--- config.mk ---
export PLATFORM = sky130hd
export DESIGN_NAME = texel_format_to_rgba32_flat
export DESIGN_NICKNAME = d
export VERILOG_FILES = /design/src/hw/rtl/tfr_pkg.sv /design/src/hw/rtl/tfr_in_if.sv /design/src/hw/rtl/tfr_out_if.sv /design/src/hw/rtl/tfr_convert.sv /design/src/hw/rtl/texel_format_to_rgba32.sv /design/src/flat_wrapper.sv
export SDC_FILE = /design/constraint.sdc
export NUM_CORES = 1
export LEC_CHECK = 0
export BUFFER_PORTS_ARGS = -buffer_cell sky130_fd_sc_hd__buf_2
export CORE_MARGIN = 2
export CORE_UTILIZATION = 56
export DETAILED_ROUTE_END_ITERATION = 16
export MAX_ROUTING_LAYER = met4
export PLACE_DENSITY = 0.81
export SYNTH_ARGS = -nofsm -noshare
export SYNTH_HDL_FRONTEND = slang
export SYNTH_SLANG_ARGS = --single-unit
--- constraint.sdc ---
create_clock -name clk -period 5.9 [get_ports clk]
set_input_delay 0.885 -clock clk [delete_from_list [all_inputs] [get_ports clk]]
set_output_delay 0.885 -clock clk [all_outputs]
set_load 0.02 [all_outputs]
--- src/hw/rtl/tfr_pkg.sv ---
// Shared widths, register map and format codes for the texel expander.
`default_nettype none

package tfr_pkg;

  localparam int unsigned CFG_ADDR_W = 3;
  localparam int unsigned CFG_DATA_W = 32;
  localparam int unsigned ELEM_W     = 32;
  localparam int unsigned TEXEL_W    = 32;
  localparam int unsigned MODE_W     = 4;
  localparam int unsigned TOTAL_W    = 21;

  // Register index, taken from paddr[2]
  localparam logic REG_SOURCE_MODE = 1'b0;
  localparam logic REG_TEXEL_TOTAL = 1'b1;

  // Source format codes
  localparam logic [MODE_W-1:0] MODE_RGBA16  = 4'd0;
  localparam logic [MODE_W-1:0] MODE_RGBA32  = 4'd1;
  localparam logic [MODE_W-1:0] MODE_IA16    = 4'd2;
  localparam logic [MODE_W-1:0] MODE_IA8     = 4'd3;
  localparam logic [MODE_W-1:0] MODE_IA4     = 4'd4;
  localparam logic [MODE_W-1:0] MODE_I8      = 4'd5;
  localparam logic [MODE_W-1:0] MODE_I4      = 4'd6;
  localparam logic [MODE_W-1:0] MODE_MAGENTA = 4'd7;
  // First code that yields no texels (YUV, color index, unsupported size)
  localparam logic [MODE_W-1:0] MODE_UNIMPL  = 4'd8;

  localparam logic [TEXEL_W-1:0] MAGENTA_TEXEL = 32'h00FF_00FF;

endpackage

`default_nettype wire

--- src/hw/rtl/tfr_in_if.sv ---
// Source element channel: valid/ready handshake with one element per item.
`default_nettype none

interface tfr_in_if;
  import tfr_pkg::*;

  logic              valid;
  logic              ready;
  logic [ELEM_W-1:0] src_element;

  modport source (output valid, output src_element, input ready);
  modport sink   (input valid, input src_element, output ready);
endinterface

`default_nettype wire

--- src/hw/rtl/tfr_out_if.sv ---
// Texel channel: valid/ready handshake with one packed texel per item.
`default_nettype none

interface tfr_out_if;
  import tfr_pkg::*;

  logic               valid;
  logic               ready;
  logic [TEXEL_W-1:0] texel_rgba;
  logic               last_texel;

  modport source (output valid, output texel_rgba, output last_texel, input ready);
  modport sink   (input valid, input texel_rgba, input last_texel, output ready);
endinterface

`default_nettype wire

--- src/hw/rtl/tfr_convert.sv ---
// Combinational expansion of one source element (or nibble) to RGBA8888.
`default_nettype none

module tfr_convert (
  input  wire logic [tfr_pkg::MODE_W-1:0]  mode,
  input  wire logic [tfr_pkg::ELEM_W-1:0]  element,
  input  wire logic                        sel_low,
  output logic      [tfr_pkg::TEXEL_W-1:0] texel
);
  import tfr_pkg::*;

  function automatic logic [7:0] widen5(input logic [4:0] x);
    return {x, x[4:2]};
  endfunction

  function automatic logic [TEXEL_W-1:0] pack(input logic [7:0] r, input logic [7:0] g,
                                              input logic [7:0] b, input logic [7:0] a);
    return {a, b, g, r};
  endfunction

  logic [3:0] nib;
  logic [7:0] i3w;
  logic [7:0] n4w;
  logic [7:0] ia8_i;
  logic [7:0] ia8_a;

  // Pick high nibble first, then low nibble
  assign nib   = sel_low ? element[3:0] : element[7:4];
  assign i3w   = {nib[3:1], nib[3:1], nib[3:2]};
  assign n4w   = {nib, nib};
  assign ia8_i = {element[7:4], element[7:4]};
  assign ia8_a = {element[3:0], element[3:0]};

  // Expand per source format
  always_comb begin
    unique case (mode)
      MODE_RGBA16: texel = pack(widen5(element[15:11]), widen5(element[10:6]),
                                widen5(element[5:1]), {8{element[0]}});
      MODE_RGBA32: texel = element;
      MODE_IA16:   texel = pack(element[15:8], element[15:8], element[15:8], element[7:0]);
      MODE_IA8:    texel = pack(ia8_i, ia8_i, ia8_i, ia8_a);
      MODE_IA4:    texel = pack(i3w, i3w, i3w, {8{nib[0]}});
      MODE_I8:     texel = pack(element[7:0], element[7:0], element[7:0], 8'hFF);
      MODE_I4:     texel = pack(n4w, n4w, n4w, 8'hFF);
      default:     texel = MAGENTA_TEXEL;
    endcase
  end

endmodule

`default_nettype wire

--- src/hw/rtl/texel_format_to_rgba32.sv ---
// Texel expander: 1 element/cycle for one-texel formats unless the output stalls; the
// 4-bit formats (IA4, I4) hold each element until its nibbles have gone out, limited by
// the single texel output register. Elements pass the hold stage, then the output reg.
// The texel counter is advanced at element accept; formats that give nothing
// and elements past the texel total are accepted and dropped.
// Reset (synchronous, rst_n low) clears both registers, the counter and both stage valids.
`default_nettype none

module texel_format_to_rgba32 #(
  parameter int unsigned MAX_TEXELS = 1048576
) (
  input  wire logic                           clk,
  input  wire logic                           rst_n,
  tfr_in_if.sink                              in_ch,
  tfr_out_if.source                           out_ch,
  input  wire logic                           psel,
  input  wire logic                           penable,
  input  wire logic                           pwrite,
  input  wire logic [tfr_pkg::CFG_ADDR_W-1:0] paddr,
  input  wire logic [tfr_pkg::CFG_DATA_W-1:0] pwdata,
  output logic      [tfr_pkg::CFG_DATA_W-1:0] prdata,
  output logic                                pready
);
  import tfr_pkg::*;

  // Configuration and counter
  logic [MODE_W-1:0]  mode_r;
  logic [TOTAL_W-1:0] total_r;
  logic [TOTAL_W-1:0] emitted_r;
  logic [TOTAL_W-1:0] emitted_nxt;

  // Hold stage
  logic              a_valid_r;
  logic [ELEM_W-1:0] a_elem_r;
  logic              a_two_r;
  logic              a_sel_r;
  logic              a_last0_r;
  logic              a_last1_r;

  // Output register
  logic               o_valid_r;
  logic [TEXEL_W-1:0] o_texel_r;
  logic               o_last_r;

  logic               cfg_wr;
  logic [TOTAL_W-1:0] total_eff;
  logic [TOTAL_W:0]   emit_p1;
  logic [TOTAL_W:0]   emit_p2;
  logic               full;
  logic               one_left;
  logic               dual;
  logic               single;
  logic [1:0]         n_texels;
  logic               in_acc;
  logic               a_adv;
  logic               a_final;
  logic [TEXEL_W-1:0] conv_texel;

  // Register port
  assign pready = 1'b1;
  assign cfg_wr = psel & penable & pwrite;
  assign prdata = (paddr[2] == REG_TEXEL_TOTAL) ? {{(CFG_DATA_W-TOTAL_W){1'b0}}, total_r}
                                                : {{(CFG_DATA_W-MODE_W){1'b0}}, mode_r};

  // Clamp total to capacity
  always_comb begin
    if ({{(32-TOTAL_W){1'b0}}, total_r} > 32'(MAX_TEXELS)) begin
      total_eff = TOTAL_W'(MAX_TEXELS);
    end else begin
      total_eff = total_r;
    end
  end

  // Count texels this element produces
  assign emit_p1  = {1'b0, emitted_r} + (TOTAL_W+1)'(1);
  assign emit_p2  = {1'b0, emitted_r} + (TOTAL_W+1)'(2);
  assign full     = (emitted_r >= total_eff);
  assign one_left = (emit_p1 == {1'b0, total_eff});
  assign dual     = (mode_r == MODE_IA4) || (mode_r == MODE_I4);
  assign single   = (mode_r <= MODE_I8) && !dual || (mode_r == MODE_MAGENTA);

  always_comb begin
    priority if (full) begin
      n_texels = 2'd0;
    end else if (dual) begin
      n_texels = one_left ? 2'd1 : 2'd2;
    end else if (single) begin
      n_texels = 2'd1;
    end else begin
      n_texels = 2'd0;
    end
  end

  assign emitted_nxt = emitted_r + TOTAL_W'(n_texels);

  // Handshake
  assign a_adv       = !o_valid_r || out_ch.ready;
  assign a_final     = !a_two_r || a_sel_r;
  assign in_ch.ready = !a_valid_r || (a_adv && a_final);
  assign in_acc      = in_ch.valid && in_ch.ready;

  // Configuration and counter registers
  always_ff @(posedge clk) begin
    if (!rst_n) begin
      mode_r    <= MODE_RGBA16;
      total_r   <= '0;
      emitted_r <= '0;
    end else if (cfg_wr) begin
      if (paddr[2] == REG_TEXEL_TOTAL) begin
        total_r <= pwdata[TOTAL_W-1:0];
      end else begin
        mode_r  <= pwdata[MODE_W-1:0];
      end
      emitted_r <= '0;
    end else if (in_acc) begin
      emitted_r <= emitted_nxt;
    end
  end

  // Hold stage: load on accept, step through nibbles, drop when done
  always_ff @(posedge clk) begin
    if (!rst_n) begin
      a_valid_r <= 1'b0;
      a_sel_r   <= 1'b0;
    end else if (in_acc && (n_texels != 2'd0)) begin
      a_valid_r <= 1'b1;
      a_sel_r   <= 1'b0;
    end else if (a_valid_r && a_adv && a_final) begin
      a_valid_r <= 1'b0;
    end else if (a_valid_r && a_adv) begin
      a_sel_r   <= 1'b1;
    end
  end

  always_ff @(posedge clk) begin
    if (in_acc) begin
      a_elem_r  <= in_ch.src_element;
      a_two_r   <= (n_texels == 2'd2);
      a_last0_r <= one_left;
      a_last1_r <= (emit_p2 == {1'b0, total_eff});
    end
  end

  tfr_convert u_convert (
    .mode    (mode_r),
    .element (a_elem_r),
    .sel_low (a_sel_r),
    .texel   (conv_texel)
  );

  // Output register
  always_ff @(posedge clk) begin
    if (!rst_n) begin
      o_valid_r <= 1'b0;
    end else if (a_valid_r && a_adv) begin
      o_valid_r <= 1'b1;
    end else if (out_ch.ready) begin
      o_valid_r <= 1'b0;
    end
  end

  always_ff @(posedge clk) begin
    if (a_valid_r && a_adv) begin
      o_texel_r <= conv_texel;
      o_last_r  <= a_sel_r ? a_last1_r : a_last0_r;
    end
  end

  assign out_ch.valid      = o_valid_r;
  assign out_ch.texel_rgba = o_texel_r;
  assign out_ch.last_texel = o_last_r;

endmodule

`default_nettype wire

--- src/flat_wrapper.sv ---
// flat-port wrapper written by rule: the top's interface ports become plain ports
module texel_format_to_rgba32_flat import tfr_pkg::*;
#(
  parameter int unsigned MAX_TEXELS = 1048576
)
  (clk, rst_n, psel, penable, pwrite, paddr, pwdata, prdata, pready, in_ch_valid, in_ch_src_element, in_ch_ready, out_ch_valid, out_ch_texel_rgba, out_ch_last_texel, out_ch_ready);
  tfr_in_if in_ch_i ();
  tfr_out_if out_ch_i ();
  input  wire logic clk;
  input  wire logic rst_n;
  input  wire logic psel;
  input  wire logic penable;
  input  wire logic pwrite;
  input  wire logic [tfr_pkg::CFG_ADDR_W-1:0] paddr;
  input  wire logic [tfr_pkg::CFG_DATA_W-1:0] pwdata;
  output logic      [tfr_pkg::CFG_DATA_W-1:0] prdata;
  output logic pready;
  input wire logic [$bits(in_ch_i.valid)-1:0] in_ch_valid;
  input wire logic [$bits(in_ch_i.src_element)-1:0] in_ch_src_element;
  output wire logic [$bits(in_ch_i.ready)-1:0] in_ch_ready;
  output wire logic [$bits(out_ch_i.valid)-1:0] out_ch_valid;
  output wire logic [$bits(out_ch_i.texel_rgba)-1:0] out_ch_texel_rgba;
  output wire logic [$bits(out_ch_i.last_texel)-1:0] out_ch_last_texel;
  input wire logic [$bits(out_ch_i.ready)-1:0] out_ch_ready;
  assign in_ch_i.valid = in_ch_valid;
  assign in_ch_i.src_element = in_ch_src_element;
  assign in_ch_ready = in_ch_i.ready;
  assign out_ch_valid = out_ch_i.valid;
  assign out_ch_texel_rgba = out_ch_i.texel_rgba;
  assign out_ch_last_texel = out_ch_i.last_texel;
  assign out_ch_i.ready = out_ch_ready;
  texel_format_to_rgba32 #(.MAX_TEXELS(MAX_TEXELS)) u_core (.clk(clk), .rst_n(rst_n), .in_ch(in_ch_i), .out_ch(out_ch_i), .psel(psel), .penable(penable), .pwrite(pwrite), .paddr(paddr), .pwdata(pwdata), .prdata(prdata), .pready(pready));
endmodule
==> run summary <==
post-DP HPWL -> 14.1 mm
Synth Instances -> 738
Core Area -> 0.0121 mm^2
r2r endpoint -> u_core.emitted_r[18]
Setup crit end kind -> register
area share of the leading cell type in the synthesized netlist -> 29.2%
reg2reg start -> u_core.total_r[3]
cell depth of the worst flop-to-flop path -> 19
hold_buf cts -> 0
Overflow after GRT -> 0
final net count -> 944
Overall Global Routing Usage -> 30.3%
first-pass GRT wire length -> 30.2 mm
# diodes -> 0
Hold Path End -> u_core.out_ch.valid
CTS tree -> done
pwr/cell area -> 273 mW/mm^2
worst reg-to-reg setup slack -> 0.40 ns
CTS resizes -> 0
Max Clock Skew -> 0.00921 ns
critical path type -> register to register
Pleak -> 3.35 nW
DR iter-0 viols -> 706
H-tree Lvls -> 4
WL final -> 19.4 mm
# port buffers -> 116
commonest cells after routing, fill and taps aside -> buf_2 (116), nand2_1 (112), edfxtp_1 (68), dfxtp_1 (49), nor2_1 (48)
max-cap violations -> 0
synthesized cell area -> 0.00700 mm^2
number of synthesis warnings -> 0
Rel. slew slack -> 36.8%
crit path DAT -> 5.78 ns
CTS root buffer -> clkbuf_16
vias in the first global route -> 5,931
Synth area leader -> edfxtp_1
#FFs+latches synth -> 117
sequential cell area fraction in the yosys report -> 43.2%
Worst Max-Slew Pin Slew -> 0.945 ns
Post-synth EDFFs -> 68
share of synthesized flip-flops with an asynchronous set or reset -> 0%
initial antenna violation count -> 0
Setup-failing EPs final -> 0
commonest non-fill, non-tap cell in the layout -> buf_2
I/O pin cnt -> 142
maximum number of pins on one net before global-route repair -> 37
status -> finished clean
worst vdd ir -> 206 uV
RSZ-0062 raised after global routing -> no
CP startpoint kind -> register
Hold Vio Cnt, Final -> 0
Yosys cell types -> 62
Hold Crit Depth -> 1
Residual DRC -> 0
layout cells sized above 1 -> 21.0%
Period Utilization, post-route -> 93.2%
CP Max Fanout -> 6
clk buf depth -> 2
Worst-Skew Late Latency -> 0.42 ns
DRT Pass-1 Iters -> 5
Reg clk slew, reported paths -> 0.05 ns
vias per inst -> 6.02
Post-CTS Repair Setup Buffers -> 0
FP Rows -> 40
fin crit period -> 5.50 ns
Die Width -> 116 um
Setup Total Neg Slack -> 0 ns
Critical Path RT -> 6.18 ns
Die Height -> 116 um
top_reg_cell synth -> edfxtp_1
worst min path class -> register to register
hold slack -> 0.501 ns
initial core utilization -> 57.8%
post-route antenna net violation count -> 0
drt wl/cell -> 18.9 um
total vias in the final route -> 6,174
# clock sinks -> 117
CTS Buf Count -> 17
hold path start -> u_core.a_valid_r
fmax -> 182 MHz
Syn Area/Cell -> 9.48 um^2
die area -> 0.0134 mm^2
Synth area leaders -> edfxtp_1 (29%), dfxtp_1 (14%), nand2_1 (6.0%), ha_1 (4.5%), xnor2_1 (4.1%)
area grow syn2layout -> 18.6%
max-slew violations -> 0
placer congestion estimate -> 1.01
[metal layers]
metal / part of all wire [%] / global-route usage, %
met2: 49 / 48.4
met3: 8.2 / 7.48
met5: 0 / -
met4: 2.6 / 12.8
met1: 40 / 36.6
[final cells by class]
class / count / area, um^2
clock inverter: 15 / 186
multi-input combinational: 568 / 3730
tap: 168 / 210
clock buffer: 17 / 425
inverter: 9 / 33.8
fill: 994 / 3810
sequential: 117 / 3020
timing repair buffer: 131 / 693
[synthesized netlist by cell type, types with 5 or more instances]
cell and number:
mux2_2 9, nor2b_1 12, o21a_1 5, buf_4 12
mux2i_1 11, or3_1 6, inv_1 8, nand2_1 112
nor4_1 6, a22oi_1 8, nand3_1 17, nor2_1 48
nor3_1 16, a21boi_0 24, a21oi_1 20, nand2b_1 12
xor2_1 26, a221o_1 9, or2_2 5, xnor2_1 33
clkbuf_1 37, dfxtp_1 49, o211ai_1 8, o21ai_0 18
or4_1 6, a21o_1 17, nand4_1 15, a211o_1 12
edfxtp_1 68, ha_1 25, and3_1 5, and2_1 18
a221oi_1 7
[kinds of logic (layout without fill, tap and decap cells)]
logic type                 after synthesis  in the layout  synth area share (%)
xor gates and xnor gates                60             60                  7.71
and+or+nand+nor                        293            293                  20.7
buffers and inverters                   63            172                  4.04
adders and majority gates               26             26                  4.76
DFF                                    117            117                  43.2
AOI/OAI and AO/OA                      157            157                  16.5
other                                    2             12                 0.107
muxes                                   20             20                  3.02
[flip-flops by register name, summed over array words and instances, names as in the netlist]
signal,flops
u_core.a_last0_r,1
u_core.a_valid_r,1
u_core.out_ch.valid,1
u_core.mode_r,4
u_core.a_elem_r,32
u_core.a_last1_r,1
u_core.emitted_r,21
u_core.total_r,21
u_core.a_two_r,1
u_core.out_ch.last_texel,1
u_core.out_ch.texel_rgba,32
u_core.a_sel_r,1
[through the flow]
| stage | instances | worst slack (ns) | cell area (um^2) | utilization [%] | total power (W) |
|---|---|---|---|---|---|
| floorplan | 748 | 0.689 | 7030 | - | 0.00112 |
| global placement | 993 | 0.514 | 7690 | 63.5 | 0.00119 |
| detailed placement | 993 | 0.467 | 7690 | 63.5 | 0.00120 |
| CTS | 1025 | 0.427 | 8300 | 68.5 | 0.00227 |
| global route | 1025 | 0.107 | 8300 | 68.5 | 0.00233 |
| finish | 1025 | 0.403 | 8300 | 68.5 | 0.00227 |
[critical path, cell delays in order (launching register included)]
cell	delay, ns
dfxtp_1	0.36
or4_1	0.53
or4_4	0.52
o21ai_2	0.19
nand2_1	0.13
ha_1	0.31
a21o_1	0.18
a21o_1	0.16
a21oi_1	0.14
o2111ai_1	0.12
a22o_1	0.35
o21ba_1	0.25
ha_1	0.17
inv_1	0.06
fa_1	0.41
or4_1	0.69
or2_2	0.37
nor3_1	0.19
xnor2_1	0.15
nor2_1	0.06
[power breakdown]
part	leakage [nW]	total, W	internal (W)	switching [W]
combinational	2.01	0.000236	0.0000913	0.000145
sequential	1.04	0.000950	0.000918	0.0000314
clock	0.292	0.00108	0.000700	0.000380
[how the worst max path moves through the flow]
stage	to	startpoint	slack [ns]
after global placement	u_core.emitted_r[18]	u_core.total_r[3]	0.51
after detailed placement	u_core.emitted_r[18]	u_core.total_r[3]	0.47
final	u_core.emitted_r[18]	u_core.total_r[3]	0.40
after global routing	u_core.emitted_r[18]	u_core.total_r[20]	0.11
after CTS	u_core.emitted_r[18]	u_core.total_r[3]	0.43
after floorplan	u_core.emitted_r[18]	u_core.emitted_r[1]	0.69
Power figures use the tool's default switching activity.
